==> src/design/waypoint_follow_guidance_macros.svh <==
// assertion helpers shared by the guidance block
`ifndef WAYPOINT_FOLLOW_GUIDANCE_MACROS_SVH
`define WAYPOINT_FOLLOW_GUIDANCE_MACROS_SVH

// consequent must hold in the same cycle as the antecedent
`define WFG_ASSERT_NOW(label, clk, rst, ante, cons, msg) \
  label: assert property (@(posedge clk) disable iff (rst) (ante) |-> (cons)) \
    else $error(msg);

// consequent must hold in the cycle after the antecedent
`define WFG_ASSERT_NEXT(label, clk, rst, ante, cons, msg) \
  label: assert property (@(posedge clk) disable iff (rst) (ante) |=> (cons)) \
    else $error(msg);

`endif

==> src/design/wfg_pkg.sv <==
package wfg_pkg;

  // field widths
  localparam int COORD_W  = 24;
  localparam int CFG_W    = 23;
  localparam int COUNT_W  = 5;
  localparam int SLOT_W   = 4;
  localparam int STATUS_W = 8;

  // configuration port
  localparam int ADDR_W     = 4;
  localparam int APB_DATA_W = 32;
  localparam logic [CFG_W-1:0]   CAPTURE_OFFSET_RST = 23'd256;
  localparam logic [CFG_W-1:0]   MAX_SPEED_RST      = 23'd256;
  localparam logic [COUNT_W-1:0] WAYPOINT_COUNT_RST = 5'd0;

  // datapath widths
  localparam int DELTA_W    = COORD_W + 1;
  localparam int MAG_W      = COORD_W;
  localparam int PROD_W     = 2 * MAG_W;
  localparam int SQ_W       = PROD_W + 1;
  localparam int ROOT_STEPS = (SQ_W + 1) / 2;
  localparam int ROOT_W     = ROOT_STEPS;
  localparam int RAD_W      = 2 * ROOT_STEPS;
  localparam int NUM_W      = PROD_W + 1;
  localparam int QUOT_W     = CFG_W;
  localparam int SUB_W      = ROOT_W + 3;
  localparam int STEP_W     = $clog2(ROOT_STEPS);

  localparam int WAYPOINT_W = 2 * COORD_W + STATUS_W;

  typedef enum logic {
    OP_LOAD     = 1'b0,
    OP_POSITION = 1'b1
  } op_t;

  typedef enum logic [1:0] {
    REG_CAPTURE_OFFSET = 2'd0,
    REG_MAX_SPEED      = 2'd1,
    REG_WAYPOINT_COUNT = 2'd2
  } reg_idx_t;

  typedef enum logic [3:0] {
    S_IDLE,
    S_READ,
    S_DELTA,
    S_ABS,
    S_CAPTURE,
    S_SQUARE_X,
    S_SQUARE_Y,
    S_SUM,
    S_ROOT_START,
    S_ROOT,
    S_MUL,
    S_NUMER,
    S_DIVIDE,
    S_SIGN,
    S_FINISH
  } state_t;

  typedef struct packed {
    logic [COORD_W-1:0]  x;
    logic [COORD_W-1:0]  y;
    logic [STATUS_W-1:0] status;
  } waypoint_t;

endpackage

==> src/design/wfg_if.sv <==
// input channel: waypoint loads and position updates
interface wfg_cmd_if;
  logic                              valid;
  logic                              ready;
  logic                              operation;
  logic [wfg_pkg::SLOT_W-1:0]        slot;
  logic signed [wfg_pkg::COORD_W-1:0] coord_x;
  logic signed [wfg_pkg::COORD_W-1:0] coord_y;
  logic [wfg_pkg::STATUS_W-1:0]      point_status;

  modport source (
    output valid, operation, slot, coord_x, coord_y, point_status,
    input  ready
  );
  modport sink (
    input  valid, operation, slot, coord_x, coord_y, point_status,
    output ready
  );
endinterface

// output channel: commanded velocity and route status
interface wfg_rsp_if;
  logic                              valid;
  logic                              ready;
  logic signed [wfg_pkg::COORD_W-1:0] velocity_x;
  logic signed [wfg_pkg::COORD_W-1:0] velocity_y;
  logic [wfg_pkg::STATUS_W-1:0]      target_status;
  logic [wfg_pkg::SLOT_W-1:0]        target_index;
  logic                              advanced;
  logic                              route_empty;

  modport source (
    output valid, velocity_x, velocity_y, target_status, target_index, advanced,
           route_empty,
    input  ready
  );
  modport sink (
    input  valid, velocity_x, velocity_y, target_status, target_index, advanced,
           route_empty,
    output ready
  );
endinterface

==> src/design/wfg_ram.sv <==
// single-port-write, single-port-read RAM with registered read data
module wfg_ram #(
  parameter int WIDTH = 8,
  parameter int DEPTH = 16,
  localparam int ADDR_W = (DEPTH > 1) ? $clog2(DEPTH) : 1
) (
  input  logic              clk,
  input  logic              wr_en,
  input  logic [ADDR_W-1:0] wr_addr,
  input  logic [WIDTH-1:0]  wr_data,
  input  logic              rd_en,
  input  logic [ADDR_W-1:0] rd_addr,
  output logic [WIDTH-1:0]  rd_data
);

  logic [WIDTH-1:0] mem [DEPTH];

  // write port
  always_ff @(posedge clk) begin
    if (wr_en) begin
      mem[wr_addr] <= wr_data;
    end
  end

  // registered read port
  always_ff @(posedge clk) begin
    if (rd_en) begin
      rd_data <= mem[rd_addr];
    end
  end

endmodule

==> src/design/waypoint_follow_guidance.sv <==
// Waypoint-following guidance. The block holds a cyclic route of up to MAX_WAYPOINTS waypoints
// (x, y and an 8-bit status) in a small RAM, written by load transactions. A position
// transaction tests the position against a square capture box of half-width capture_offset
// (edges included) around the current waypoint, advances to the next waypoint on a hit, and
// returns a velocity of magnitude max_speed toward the current waypoint, rounded to nearest per
// axis, or zero at zero distance. One transaction is in work at a time and the input is not
// ready meanwhile; a finished result waits in the output register, so the next transaction can
// be taken before it is collected. One 24x24 multiplier forms the squares and the speed
// products, and one 28-bit subtractor runs the square root (one root bit a cycle) and then
// both divisions (one quotient bit a cycle). Waypoints read before they are loaded return
// undefined values.
`include "waypoint_follow_guidance_macros.svh"

module waypoint_follow_guidance #(
  parameter int MAX_WAYPOINTS = 16
) (
  input  logic                                clk,
  input  logic                                rst,
  wfg_cmd_if.sink                             cmd,
  wfg_rsp_if.source                           rsp,
  input  logic                                psel,
  input  logic                                penable,
  input  logic                                pwrite,
  input  logic [wfg_pkg::ADDR_W-1:0]          paddr,
  input  logic [wfg_pkg::APB_DATA_W-1:0]      pwdata,
  output logic [wfg_pkg::APB_DATA_W-1:0]      prdata,
  output logic                                pready
);

  localparam int IDX_W = (MAX_WAYPOINTS > 1) ? $clog2(MAX_WAYPOINTS) : 1;
  localparam int CNT_W = ($clog2(MAX_WAYPOINTS + 1) > wfg_pkg::COUNT_W) ?
                         $clog2(MAX_WAYPOINTS + 1) : wfg_pkg::COUNT_W;
  localparam logic [CNT_W-1:0] MAX_CNT = CNT_W'(MAX_WAYPOINTS);

  // configuration registers
  logic [wfg_pkg::CFG_W-1:0]   capture_offset;
  logic [wfg_pkg::CFG_W-1:0]   max_speed;
  logic [wfg_pkg::COUNT_W-1:0] waypoint_count;
  logic                        cfg_write;
  wfg_pkg::reg_idx_t           cfg_idx;

  // sequencer and datapath
  wfg_pkg::state_t             state;
  wfg_pkg::state_t             state_next;
  wfg_pkg::op_t                op;
  logic [IDX_W-1:0]            cur_idx;
  logic [wfg_pkg::COORD_W-1:0] pos_x;
  logic [wfg_pkg::COORD_W-1:0] pos_y;
  logic [wfg_pkg::DELTA_W-1:0] dx;
  logic [wfg_pkg::DELTA_W-1:0] dy;
  logic [wfg_pkg::MAG_W-1:0]   mag_x;
  logic [wfg_pkg::MAG_W-1:0]   mag_y;
  logic                        neg_x;
  logic                        neg_y;
  logic [wfg_pkg::STATUS_W-1:0] status_q;
  logic                        advanced_q;
  logic [wfg_pkg::PROD_W-1:0]  prod;
  logic [wfg_pkg::SQ_W-1:0]    d2;
  logic [wfg_pkg::RAD_W-1:0]   rad;
  logic [wfg_pkg::ROOT_W-1:0]  root;
  logic [wfg_pkg::SUB_W-1:0]   rem;
  logic [wfg_pkg::QUOT_W-1:0]  num_low;
  logic [wfg_pkg::QUOT_W-1:0]  quot;
  logic [wfg_pkg::STEP_W-1:0]  steps;
  logic                        axis;
  logic [wfg_pkg::COORD_W-1:0] vel_x;
  logic [wfg_pkg::COORD_W-1:0] vel_y;

  // output register
  logic                        out_valid;
  logic                        out_load;

  // combinational helpers
  logic                        cmd_fire;
  logic [CNT_W-1:0]            count_ext;
  logic [CNT_W-1:0]            eff_count;
  logic                        count_zero;
  logic                        idx_beyond;
  logic [CNT_W-1:0]            idx_inc;
  logic [IDX_W-1:0]            idx_wrap;
  logic                        capture_hit;
  logic                        slot_ok;
  logic                        steps_done;
  logic [wfg_pkg::MAG_W-1:0]   mul_a;
  logic [wfg_pkg::MAG_W-1:0]   mul_b;
  logic [wfg_pkg::PROD_W-1:0]  mul_out;
  logic [wfg_pkg::SUB_W-1:0]   sub_a;
  logic [wfg_pkg::SUB_W-1:0]   sub_b;
  logic [wfg_pkg::SUB_W:0]     sub_diff;
  logic                        sub_ok;
  logic [wfg_pkg::NUM_W-1:0]   numer;
  logic [wfg_pkg::COORD_W-1:0] signed_quot;
  logic                        ram_wr_en;
  logic                        ram_rd_en;
  wfg_pkg::waypoint_t          wp_wr;
  wfg_pkg::waypoint_t          wp_rd;

  // configuration port
  assign pready    = 1'b1;
  assign cfg_write = psel & penable & pwrite;
  assign cfg_idx   = wfg_pkg::reg_idx_t'(paddr[wfg_pkg::ADDR_W-1:2]);

  always_ff @(posedge clk) begin
    if (rst) begin
      capture_offset <= wfg_pkg::CAPTURE_OFFSET_RST;
      max_speed      <= wfg_pkg::MAX_SPEED_RST;
      waypoint_count <= wfg_pkg::WAYPOINT_COUNT_RST;
    end else if (cfg_write) begin
      unique case (cfg_idx)
        wfg_pkg::REG_CAPTURE_OFFSET: capture_offset <= pwdata[wfg_pkg::CFG_W-1:0];
        wfg_pkg::REG_MAX_SPEED:      max_speed      <= pwdata[wfg_pkg::CFG_W-1:0];
        wfg_pkg::REG_WAYPOINT_COUNT: waypoint_count <= pwdata[wfg_pkg::COUNT_W-1:0];
        default: ;
      endcase
    end
  end

  always_comb begin
    unique case (cfg_idx)
      wfg_pkg::REG_CAPTURE_OFFSET: prdata = wfg_pkg::APB_DATA_W'(capture_offset);
      wfg_pkg::REG_MAX_SPEED:      prdata = wfg_pkg::APB_DATA_W'(max_speed);
      wfg_pkg::REG_WAYPOINT_COUNT: prdata = wfg_pkg::APB_DATA_W'(waypoint_count);
      default:                     prdata = '0;
    endcase
  end

  // route length, clamped to the table size
  assign count_ext  = CNT_W'(waypoint_count);
  assign eff_count  = (count_ext > MAX_CNT) ? MAX_CNT : count_ext;
  assign count_zero = (eff_count == '0);
  assign idx_beyond = (CNT_W'(cur_idx) >= eff_count);
  assign idx_inc    = CNT_W'(cur_idx) + CNT_W'(1);
  assign idx_wrap   = (idx_inc >= eff_count) ? '0 : IDX_W'(idx_inc);

  assign cmd.ready = (state == wfg_pkg::S_IDLE);
  assign cmd_fire  = cmd.valid & cmd.ready;
  assign slot_ok   = (CNT_W'(cmd.slot) < MAX_CNT);

  // waypoint table
  assign ram_wr_en    = cmd_fire & (cmd.operation == wfg_pkg::OP_LOAD) & slot_ok;
  assign wp_wr.x      = cmd.coord_x;
  assign wp_wr.y      = cmd.coord_y;
  assign wp_wr.status = cmd.point_status;
  assign ram_rd_en    = (state == wfg_pkg::S_READ);

  wfg_ram #(
    .WIDTH (wfg_pkg::WAYPOINT_W),
    .DEPTH (MAX_WAYPOINTS)
  ) u_table (
    .clk     (clk),
    .wr_en   (ram_wr_en),
    .wr_addr (IDX_W'(cmd.slot)),
    .wr_data (wp_wr),
    .rd_en   (ram_rd_en),
    .rd_addr (cur_idx),
    .rd_data (wp_rd)
  );

  // shared multiplier: squares, then speed times axis magnitude
  always_comb begin
    mul_a = mag_x;
    mul_b = mag_x;
    if (state == wfg_pkg::S_MUL) begin
      mul_a = wfg_pkg::MAG_W'(max_speed);
      mul_b = axis ? mag_y : mag_x;
    end else if (state == wfg_pkg::S_SQUARE_Y) begin
      mul_a = mag_y;
      mul_b = mag_y;
    end
  end
  assign mul_out = mul_a * mul_b;

  // shared subtractor: square root digits, then restoring division steps
  always_comb begin
    if (state == wfg_pkg::S_ROOT) begin
      sub_a = {rem[wfg_pkg::SUB_W-3:0], rad[wfg_pkg::RAD_W-1 -: 2]};
      sub_b = wfg_pkg::SUB_W'({root, 2'b01});
    end else begin
      sub_a = {rem[wfg_pkg::SUB_W-2:0], num_low[wfg_pkg::QUOT_W-1]};
      sub_b = wfg_pkg::SUB_W'({root, 1'b0});
    end
  end
  assign sub_diff = {1'b0, sub_a} - {1'b0, sub_b};
  assign sub_ok   = ~sub_diff[wfg_pkg::SUB_W];

  // rounding numerator 2*speed*|d| + length
  assign numer = {prod, 1'b0} + wfg_pkg::NUM_W'(root);

  assign signed_quot = (axis ? neg_y : neg_x) ? -wfg_pkg::COORD_W'(quot)
                                              : wfg_pkg::COORD_W'(quot);

  assign capture_hit = (mag_x <= wfg_pkg::MAG_W'(capture_offset)) &&
                       (mag_y <= wfg_pkg::MAG_W'(capture_offset));
  assign steps_done  = (steps == '0);
  assign out_load    = (state == wfg_pkg::S_FINISH) & (~out_valid | rsp.ready);

  // state register
  always_ff @(posedge clk) begin
    if (rst) begin
      state <= wfg_pkg::S_IDLE;
    end else begin
      state <= state_next;
    end
  end

  // next state
  always_comb begin
    state_next = state;
    unique case (state)
      wfg_pkg::S_IDLE: begin
        if (cmd_fire) begin
          state_next = count_zero ? wfg_pkg::S_FINISH : wfg_pkg::S_READ;
        end
      end
      wfg_pkg::S_READ:       state_next = wfg_pkg::S_DELTA;
      wfg_pkg::S_DELTA: begin
        state_next = (op == wfg_pkg::OP_LOAD) ? wfg_pkg::S_FINISH : wfg_pkg::S_ABS;
      end
      wfg_pkg::S_ABS:        state_next = wfg_pkg::S_CAPTURE;
      wfg_pkg::S_CAPTURE: begin
        state_next = (capture_hit && !advanced_q) ? wfg_pkg::S_READ : wfg_pkg::S_SQUARE_X;
      end
      wfg_pkg::S_SQUARE_X:   state_next = wfg_pkg::S_SQUARE_Y;
      wfg_pkg::S_SQUARE_Y:   state_next = wfg_pkg::S_SUM;
      wfg_pkg::S_SUM:        state_next = wfg_pkg::S_ROOT_START;
      wfg_pkg::S_ROOT_START: begin
        state_next = (d2 == '0) ? wfg_pkg::S_FINISH : wfg_pkg::S_ROOT;
      end
      wfg_pkg::S_ROOT: begin
        if (steps_done) begin
          state_next = wfg_pkg::S_MUL;
        end
      end
      wfg_pkg::S_MUL:        state_next = wfg_pkg::S_NUMER;
      wfg_pkg::S_NUMER:      state_next = wfg_pkg::S_DIVIDE;
      wfg_pkg::S_DIVIDE: begin
        if (steps_done) begin
          state_next = wfg_pkg::S_SIGN;
        end
      end
      wfg_pkg::S_SIGN: begin
        state_next = axis ? wfg_pkg::S_FINISH : wfg_pkg::S_MUL;
      end
      wfg_pkg::S_FINISH: begin
        if (out_load) begin
          state_next = wfg_pkg::S_IDLE;
        end
      end
      default:               state_next = wfg_pkg::S_IDLE;
    endcase
  end

  // current waypoint index
  always_ff @(posedge clk) begin
    if (rst) begin
      cur_idx <= '0;
    end else if (cmd_fire && (cmd.operation == wfg_pkg::OP_POSITION) && !count_zero &&
                 idx_beyond) begin
      cur_idx <= '0;
    end else if ((state == wfg_pkg::S_CAPTURE) && capture_hit && !advanced_q) begin
      cur_idx <= idx_wrap;
    end
  end

  // datapath registers
  always_ff @(posedge clk) begin
    unique case (state)
      wfg_pkg::S_IDLE: begin
        if (cmd_fire) begin
          op         <= wfg_pkg::op_t'(cmd.operation);
          pos_x      <= cmd.coord_x;
          pos_y      <= cmd.coord_y;
          advanced_q <= 1'b0;
          status_q   <= '0;
          vel_x      <= '0;
          vel_y      <= '0;
        end
      end
      wfg_pkg::S_DELTA: begin
        status_q <= wp_rd.status;
        dx <= {wp_rd.x[wfg_pkg::COORD_W-1], wp_rd.x} - {pos_x[wfg_pkg::COORD_W-1], pos_x};
        dy <= {wp_rd.y[wfg_pkg::COORD_W-1], wp_rd.y} - {pos_y[wfg_pkg::COORD_W-1], pos_y};
      end
      wfg_pkg::S_ABS: begin
        neg_x <= dx[wfg_pkg::DELTA_W-1];
        neg_y <= dy[wfg_pkg::DELTA_W-1];
        mag_x <= dx[wfg_pkg::DELTA_W-1] ? wfg_pkg::MAG_W'(-dx) : wfg_pkg::MAG_W'(dx);
        mag_y <= dy[wfg_pkg::DELTA_W-1] ? wfg_pkg::MAG_W'(-dy) : wfg_pkg::MAG_W'(dy);
      end
      wfg_pkg::S_CAPTURE: begin
        if (capture_hit && !advanced_q) begin
          advanced_q <= 1'b1;
        end
      end
      wfg_pkg::S_SQUARE_X: begin
        prod <= mul_out;
      end
      wfg_pkg::S_SQUARE_Y: begin
        d2   <= wfg_pkg::SQ_W'(prod);
        prod <= mul_out;
      end
      wfg_pkg::S_SUM: begin
        d2 <= d2 + wfg_pkg::SQ_W'(prod);
      end
      wfg_pkg::S_ROOT_START: begin
        rad   <= wfg_pkg::RAD_W'(d2);
        rem   <= '0;
        root  <= '0;
        steps <= wfg_pkg::STEP_W'(wfg_pkg::ROOT_STEPS - 1);
        axis  <= 1'b0;
      end
      wfg_pkg::S_ROOT: begin
        rem   <= sub_ok ? sub_diff[wfg_pkg::SUB_W-1:0] : sub_a;
        root  <= {root[wfg_pkg::ROOT_W-2:0], sub_ok};
        rad   <= {rad[wfg_pkg::RAD_W-3:0], 2'b00};
        steps <= steps - wfg_pkg::STEP_W'(1);
      end
      wfg_pkg::S_MUL: begin
        prod <= mul_out;
      end
      wfg_pkg::S_NUMER: begin
        rem     <= wfg_pkg::SUB_W'(numer[wfg_pkg::NUM_W-1:wfg_pkg::QUOT_W]);
        num_low <= numer[wfg_pkg::QUOT_W-1:0];
        steps   <= wfg_pkg::STEP_W'(wfg_pkg::QUOT_W - 1);
      end
      wfg_pkg::S_DIVIDE: begin
        rem     <= sub_ok ? sub_diff[wfg_pkg::SUB_W-1:0] : sub_a;
        quot    <= {quot[wfg_pkg::QUOT_W-2:0], sub_ok};
        num_low <= {num_low[wfg_pkg::QUOT_W-2:0], 1'b0};
        steps   <= steps - wfg_pkg::STEP_W'(1);
      end
      wfg_pkg::S_SIGN: begin
        if (axis) begin
          vel_y <= signed_quot;
        end else begin
          vel_x <= signed_quot;
        end
        axis <= 1'b1;
      end
      default: ;
    endcase
  end

  // output register
  always_ff @(posedge clk) begin
    if (rst) begin
      out_valid <= 1'b0;
    end else if (out_load) begin
      out_valid <= 1'b1;
    end else if (rsp.ready) begin
      out_valid <= 1'b0;
    end
  end

  always_ff @(posedge clk) begin
    if (out_load) begin
      rsp.velocity_x    <= vel_x;
      rsp.velocity_y    <= vel_y;
      rsp.target_status <= count_zero ? '0 : status_q;
      rsp.target_index  <= wfg_pkg::SLOT_W'(cur_idx);
      rsp.advanced      <= advanced_q;
      rsp.route_empty   <= count_zero;
    end
  end

  assign rsp.valid = out_valid;

  // checks
  `WFG_ASSERT_NOW(a_quot_le_speed, clk, rst, state == wfg_pkg::S_SIGN, quot <= max_speed, "axis quotient above commanded speed")
  `WFG_ASSERT_NOW(a_root_floor, clk, rst, (state == wfg_pkg::S_MUL) && !axis, (wfg_pkg::RAD_W'(root) * wfg_pkg::RAD_W'(root) <= wfg_pkg::RAD_W'(d2)) && ((wfg_pkg::RAD_W'(root) + 1) * (wfg_pkg::RAD_W'(root) + 1) > wfg_pkg::RAD_W'(d2)), "square root is not the floor root")
  `WFG_ASSERT_NEXT(a_empty_zero_velocity, clk, rst, out_load && count_zero, rsp.route_empty && (rsp.velocity_x == '0) && (rsp.velocity_y == '0), "empty route gave nonzero velocity")
  `WFG_ASSERT_NOW(a_capture_position_only, clk, rst, state == wfg_pkg::S_CAPTURE, op == wfg_pkg::OP_POSITION, "capture test on a load transaction")

endmodule
==> src/flat_wrapper.sv <==
// flat-port wrapper written by rule: the top's interface ports become plain ports
module waypoint_follow_guidance_flat 
#(
  parameter int MAX_WAYPOINTS = 16
)
  (clk, rst, psel, penable, pwrite, paddr, pwdata, prdata, pready, cmd_valid, cmd_operation, cmd_slot, cmd_coord_x, cmd_coord_y, cmd_point_status, cmd_ready, rsp_valid, rsp_velocity_x, rsp_velocity_y, rsp_target_status, rsp_target_index, rsp_advanced, rsp_route_empty, rsp_ready);
  wfg_cmd_if cmd_i ();
  wfg_rsp_if rsp_i ();
  input  logic clk;
  input  logic rst;
  input  logic psel;
  input  logic penable;
  input  logic pwrite;
  input  logic [wfg_pkg::ADDR_W-1:0] paddr;
  input  logic [wfg_pkg::APB_DATA_W-1:0] pwdata;
  output logic [wfg_pkg::APB_DATA_W-1:0] prdata;
  output logic pready;
  input wire logic [$bits(cmd_i.valid)-1:0] cmd_valid;
  input wire logic [$bits(cmd_i.operation)-1:0] cmd_operation;
  input wire logic [$bits(cmd_i.slot)-1:0] cmd_slot;
  input wire logic [$bits(cmd_i.coord_x)-1:0] cmd_coord_x;
  input wire logic [$bits(cmd_i.coord_y)-1:0] cmd_coord_y;
  input wire logic [$bits(cmd_i.point_status)-1:0] cmd_point_status;
  output wire logic [$bits(cmd_i.ready)-1:0] cmd_ready;
  output wire logic [$bits(rsp_i.valid)-1:0] rsp_valid;
  output wire logic [$bits(rsp_i.velocity_x)-1:0] rsp_velocity_x;
  output wire logic [$bits(rsp_i.velocity_y)-1:0] rsp_velocity_y;
  output wire logic [$bits(rsp_i.target_status)-1:0] rsp_target_status;
  output wire logic [$bits(rsp_i.target_index)-1:0] rsp_target_index;
  output wire logic [$bits(rsp_i.advanced)-1:0] rsp_advanced;
  output wire logic [$bits(rsp_i.route_empty)-1:0] rsp_route_empty;
  input wire logic [$bits(rsp_i.ready)-1:0] rsp_ready;
  assign cmd_i.valid = cmd_valid;
  assign cmd_i.operation = cmd_operation;
  assign cmd_i.slot = cmd_slot;
  assign cmd_i.coord_x = cmd_coord_x;
  assign cmd_i.coord_y = cmd_coord_y;
  assign cmd_i.point_status = cmd_point_status;
  assign cmd_ready = cmd_i.ready;
  assign rsp_valid = rsp_i.valid;
  assign rsp_velocity_x = rsp_i.velocity_x;
  assign rsp_velocity_y = rsp_i.velocity_y;
  assign rsp_target_status = rsp_i.target_status;
  assign rsp_target_index = rsp_i.target_index;
  assign rsp_advanced = rsp_i.advanced;
  assign rsp_route_empty = rsp_i.route_empty;
  assign rsp_i.ready = rsp_ready;
  waypoint_follow_guidance #(.MAX_WAYPOINTS(MAX_WAYPOINTS)) u_core (.clk(clk), .rst(rst), .cmd(cmd_i), .rsp(rsp_i), .psel(psel), .penable(penable), .pwrite(pwrite), .paddr(paddr), .pwdata(pwdata), .prdata(prdata), .pready(pready));
endmodule
==> config.mk <==
export PLATFORM = sky130hd
export DESIGN_NAME = waypoint_follow_guidance_flat
export DESIGN_NICKNAME = d
export VERILOG_FILES = /design/src/design/wfg_pkg.sv /design/src/design/wfg_if.sv /design/src/design/wfg_ram.sv /design/src/design/waypoint_follow_guidance.sv /design/src/flat_wrapper.sv
export VERILOG_INCLUDE_DIRS = /design/src /design/src/design
export SDC_FILE = /design/constraint.sdc
export NUM_CORES = 2
export LEC_CHECK = 0
export ABC_AREA = 1
export BUFFER_PORTS_ARGS = -buffer_cell sky130_fd_sc_hd__buf_2
export CORE_UTILIZATION = 35
export DETAILED_ROUTE_END_ITERATION = 12
export HOLD_SLACK_MARGIN = 0.06
export PLACE_DENSITY_LB_ADDON = 0.3
export SYNTH_ARGS = -nofsm -noshare
export SYNTH_HDL_FRONTEND = slang
export SYNTH_SLANG_ARGS = --single-unit
==> constraint.sdc <==
create_clock -name clk -period 13.8 [get_ports clk]
set_clock_uncertainty 0.2 [all_clocks]
set_input_delay 2.07 -clock clk [delete_from_list [all_inputs] [get_ports clk]]
set_output_delay 2.07 -clock clk [all_outputs]
set_load 0.02 [all_outputs]
Yosys cells after proc, flatten, opt, wreduce, memory -nomap -nowiden --
Memories as Yosys holds them, arrays and structs flattened. A register that Yosys moved wholly into a read port is not among the register bits. Index checks and enable logic that the tools add are counted.
Word-level totals: input port bits 104, bits in writable memories 896, register bits after elaboration 579, word-level logic and storage cells 163, memories 1, output and inout port bits 97
Cells by class: $mul 1, reductions and logical operators 35, mux-type cells 45, bitwise logic cells 9, order comparisons 5, equal/unequal tests 23, add/sub/neg operators 10
Memories:
- u_core.u_table.mem | words 16, width 56, rd ports 1, clocked after memory_dff 1, write ports 1, line wfg_ram.sv:16 | logic [WIDTH-1:0] mem [DEPTH];
Operator list (number):
- 2-to-1 mux 24 bit | 10
- case mux 50 bit (2 select lines) | 1
- case mux 49 bit (2 select lines) | 1
- case mux 24 bit (2 select lines) | 2
- case mux 27 bit (3 select lines) | 1
- case mux 23 bit (3 select lines) | 1
- case mux 4 bit (15 select lines) | 1
- 2-to-1 mux 27 bit | 2
- case mux 25 bit (2 select lines) | 1
- subtractor 24 x 24 -> 25 bit | 2
- adder 49 x 25 -> 49 bit | 1
- adder 49 x 48 -> 49 bit | 1
- zero test 49 bit | 1
- <= comparator 24 x 23 -> 1 bit | 2
- multiplier 24 x 24 -> 48 bit | 1
- negator 24 bit | 2
- case mux 23 bit (2 select lines) | 1
- subtractor 28 x 27 -> 29 bit | 1
- == test 4 bit, second input constant | 7
- 2-to-1 mux 28 bit | 1
- 2-to-1 mux 4 bit | 7
- negator 23 -> 24 bit | 1
- == test 4 x 3 -> 1 bit, second input constant | 4
- case mux 8 bit (2 select lines) | 1
- 32 further kinds | 75

Logic depth before layout (Yosys ltp) --
word-level depth 7, mapped depth 40, gate-level depth less buffers 37

Cells and area by module --
A second synthesis with hierarchy kept.
Second synthesis, totals: cells, all modules 10191, area, all modules 94190.3 um2
By module, submodules not included:
- waypoint_follow_guidance | cells an instance 6503, instances 1, area each 53950.5 um2, seq. area each 16786.1 um2
- wfg_ram | cells an instance 3688, instances 1, area each 40239.8 um2, seq. area each 28587.4 um2

Worst setup path after synthesis --
No wires, ideal clock.
path type reg2reg, start point register u_core.state[1], end point register u_core.prod[38] (netlist bit) (data pin), path slack 6501 ps, clock period less this slack 7299 ps, setup time 252 ps, data required time 13348 ps, arrival 6847 ps, stages on the path, launching flop included 39, path buffers 3, cells stage by stage dfxtp_1 -> buf_4 -> inv_1 -> nor2_1 -> inv_2 -> nor2_4 -> inv_2 -> buf_2 -> o21ai_0 -> o21ai_0 -> inv_1 -> buf_2 -> nand2_1 -> fa_1 -> inv_1 -> fa_1 -> inv_1 -> fa_1 -> [... 3 more ...] -> fa_1 -> inv_1 -> fa_1 -> inv_1 -> fa_1 -> inv_1 -> ha_1 -> nand2_1 -> inv_1 -> a21boi_0 -> o21ai_0 -> nand2_1 -> nand2_1 -> a21oi_1 -> or2_2 -> nand2_1 -> nand2_1 -> nand2_1
Between the ends: longest elaborated chain between the ends 4, elaborated cells on any way between the ends 6, classes of those cells mul (1); eq/ne (2); mux (3)
RTL lines:
- start, declared | line waypoint_follow_guidance.sv:43 | wfg_pkg::state_t state;
- start signal, assigned | line waypoint_follow_guidance.sv:200 | state <= wfg_pkg::S_IDLE;
- start signal, assigned | line waypoint_follow_guidance.sv:202 | state <= state_next;
- == test 4 x 3 -> 1 bit | line waypoint_follow_guidance.sv:166 | end else if (state == wfg_pkg::S_SQUARE_Y) begin
- 2-to-1 mux 24 bit | line waypoint_follow_guidance.sv:166
- 2-to-1 mux 24 bit | line waypoint_follow_guidance.sv:163 | if (state == wfg_pkg::S_MUL) begin
- multiplier 24 x 24 -> 48 bit * | line waypoint_follow_guidance.sv:171 | assign mul_out = mul_a * mul_b;
- net u_core.mul_out, one bit | line waypoint_follow_guidance.sv:86 | logic [wfg_pkg::PROD_W-1:0] mul_out;
- end signal, assigned | line waypoint_follow_guidance.sv:296 | prod <= mul_out;
- end signal, assigned | line waypoint_follow_guidance.sv:300 | prod <= mul_out;
- end signal, assigned | line waypoint_follow_guidance.sv:319 | prod <= mul_out;
- end, declared | line waypoint_follow_guidance.sv:57 | logic [wfg_pkg::PROD_W-1:0] prod;
Mark *: on every way through the listed nets, which the timed path passes. The rest lies on a longest branch. A chain may end at the register's enable or synchronous reset.

Worst setup path in the final report --
start point register u_core.state[1], end point register u_core.prod[39] (netlist bit) (data pin)
The elaborated chain is that of the path after synthesis.

==> impl_results.md <==
* Run status: finished clean
* Via count at 64900
* Critical-path top delay cell: inv_1
* Hold Fails Final Rpt at 0
* Crit end category: register
* Via density at ~5.2
* Area Overhead vs Synth at 11.0%
* Final Slew Violations at 0
* Area leader, netlist: edfxtp_1
* Crit path launch type: register
* Number of global-route vias before repair at 63500
* Synthesis warning total at 0
* Share of post-route cells with drive strength above 1 at 6.42%
* Setup TNS at 0 ns
* Cell variety after synth at 63
* FMAX at ~100 MHz
* Number of top-level pins at 201
* Worst r2r path cells at 32
* Area of the mapped netlist at 90200 sq um
* Hold path cells at 0
* Die Y at between 500 and 600 um
* Nets at 9868
* Clock latency on the worst-skew pair at 0.83 ns
* WL final at 270 mm
* Avg Synthesized Cell Area at 10.3 sq um
* Total CTS buffers at 158
* RSZ-0062 raised after global routing: false
* Least-Margin Pin Slew at 1.28 ns
* Final period util at 69.7%
* Reg2Reg Setup Slack at 4.18 ns
* Max Cap Viol at 0
* Dpl cells at 12100
* Post-Layout Cell Count at 12400
* R2R Path Start: u_core.state[1]
* #FFs+latches synth at 1531
* Kind of critical path: register to register
* Area contributors post-synth: edfxtp_1, fa_1, nand2_1, ha_1, inv_1
* DRC at 0
* Area fraction of the dominant cell type after synthesis at slightly below 50%
* Sequential-to-total area share from yosys stat at 50.3%
* Critical-path maximum fanout at 46
* Fin util at 39.2%
* Core Area at 255000 sq um
* H-tree levels at 4
* Largest net degree at the start of global routing at 187
* Post-synthesis async set-or-reset flop share at 0%
* Clk root buf: clkbuf_16
* Worst endpoint required time at ~14 ns
* First-pass DRT Iterations at 6
* Main synth FF type: edfxtp_1
* Avg WL per Cell at 21.8 um
* Worst Hold End: u_core.rsp.velocity_y[4]
* Dpl hpwl at 188 mm
* Initial Utilization at 35.4%
* Hold Buf Count CTS at 0
* Worst path max stage delay at 0.62 ns
* Crit path top cell by count: inv_1
* Max Root-Sink Buffers at 3
* GR Overflow Total at 0
* Number of synthesized flops with an enable pin at 1471
* Post-route ant nets at 0
* Hold path start: u_core.vel_y[4]
* Reg2reg end: u_core.prod[39]
* CTS tree: yes
* Worst EP arrival at slightly below 10 ns
* Slew HR at 14.4%
* Post-CTS resize count at 0
* CTS clock-pin slew for the worst setup and hold paths at 0.06 ns
* Period minus WS final at 9.62 ns
* Final setup fails at 0
* Hold crit path type: register to register
* Clk sinks at 1531
* Die area at roughly 260000 sq um
* Post-Synthesis Cells at 8792
* Post-CTS setup buffer count at 0
* Rows at 185
* Die X at 510 um
* Count of buffers from port buffering at 179
* Drt initial violations at about 5500
* First-pass GRT wire length at approximately 400 mm
* GPL Wtd Cong at 0.967
* Total Routing Usage GR at 20.5%
* Initial antenna violation count at 38
## layer usage
metal | GRT usage (%) | routed length, um
met2 | 34.6 | 130000
met4 | 7.95 | 10300
met1 | 26.5 | 112000
met3 | 2.92 | 17300
met5 | 0 | 130
## per-stage QoR
step	hold slack, ns	cell area [sq um]	setup WS, ns
final	0.217	100000	4.18
after global routing	0.224	100000	3.71
after CTS	0.216	100000	4.23
after detailed placement	0.205	94800	4.29
after global placement	0.203	94800	4.33
after floorplan	0.200	90200	6.50
## Yosys cell counts, types with 4 or more instances
| master | n |
|---|---|
| o22ai_1 | 10 |
| xnor2_1 | 69 |
| o31ai_1 | 4 |
| o221ai_1 | 182 |
| nand3_1 | 304 |
| a31oi_1 | 20 |
| o21bai_1 | 20 |
| nor3_1 | 72 |
| a21o_1 | 22 |
| dfxtp_1 | 60 |
| clkinv_1 | 14 |
| o21ai_0 | 649 |
| nand3b_1 | 35 |
| clkbuf_1 | 223 |
| o21a_1 | 16 |
| o21ai_2 | 6 |
| o32ai_1 | 35 |
| nor2_1 | 1153 |
| o211ai_1 | 59 |
| nor4_1 | 14 |
| ha_1 | 382 |
| buf_2 | 98 |
| inv_1 | 1172 |
| nand4_1 | 57 |
| inv_2 | 14 |
| fa_1 | 487 |
| a21boi_0 | 17 |
| nand2_1 | 1367 |
| or2_2 | 4 |
| a21oi_1 | 370 |
| mux2i_1 | 181 |
| xor2_1 | 120 |
| o21ai_1 | 16 |
| and3_1 | 6 |
| buf_1 | 14 |
| edfxtp_1 | 1471 |
| buf_4 | 11 |
## flip-flops by register name, indices dropped and copies added, names as in the netlist, 24 cells and up
register and flops:
u_core.mag_x 24, u_core.rem 27, u_core.vel_y 24, u_core.prod 48, u_core.pos_x 24, u_core.pos_y 24
u_core.rsp.velocity_y 24, u_core.rsp.velocity_x 24, u_core.rad 50, u_core.u_table.rd_data 56, u_core.root 25, u_core.dy 25
u_core.dx 25, u_core.u_table.mem 896, u_core.d2 49, u_core.vel_x 24, u_core.mag_y 24
## critical path: cells and delay by family, from the launching register on
family / cells / cell delay, ns
AOI/OAI and AO/OA: 7 / 1.66
DFF: 1 / 0.56
buffers and inverters: 12 / 2.03
adders and majority gates: 8 / 4.00
and+or+nand+nor: 4 / 0.71
xor gates and xnor gates: 1 / 0.12
## kinds of logic (layout without fill, tap and decap cells)
kind of cell | Yosys count | count (layout) | share of synthesized area, %
AND/OR/NAND/NOR | 3026 | 3026 | 13.6
multiplexers | 181 | 181 | 2.01
flip-flops | 1531 | 1531 | 50.3
other | 2 | 21 | 0.00833
buffers and inverters | 1549 | 1773 | 6.65
XOR/XNOR | 189 | 189 | 1.84
AO/OA/AOI/OAI | 1445 | 1445 | 9.47
adder cells (fa/ha/maj) | 869 | 869 | 16.1
## worst max-delay path by stage
stage	start	to	slack (ns)	depth (start not counted)
6_report	u_core.state[1]	u_core.prod[39]	4.18	32
5_1_grt	u_core.state[1]	u_core.prod[38]	3.71	33
4_1_cts	u_core.state[1]	u_core.prod[39]	4.23	32
3_5_place_dp	u_core.state[1]	u_core.prod[39]	4.29	32
3_3_place_gp	u_core.state[1]	u_core.prod[39]	4.33	32
2_1_floorplan	u_core.state[1]	u_core.prod[38]	6.50	38
## cells in the final DEF (no fill, tap or decap), types with 71 or more instances in the layout
master / count
a21oi_1: 370
ha_1: 382
inv_1: 1170
nand2_1: 1366
xor2_1: 120
edfxtp_1: 1471
nor2_1: 1130
o221ai_1: 182
mux2i_1: 181
fa_1: 487
nand3_1: 303
o21ai_0: 640
buf_4: 104
buf_2: 179
clkbuf_16: 160
nor3_1: 71
## final cells by class
cell class / instances / area, sq um
flip-flops and latches: 1531 / 45400
clock inverters: 93 / 1020
diodes: 11 / 27.5
clock buffers: 196 / 4170
inverters: 1200 / 4510
fillers: 24900 / 155000
well taps: 3366 / 4210
multi-input cells: 5720 / 39000
repair buffers: 284 / 1700
Power is not shown: default switching activity piles up to over one toggle a cycle in this logic, so the estimate is an artifact.
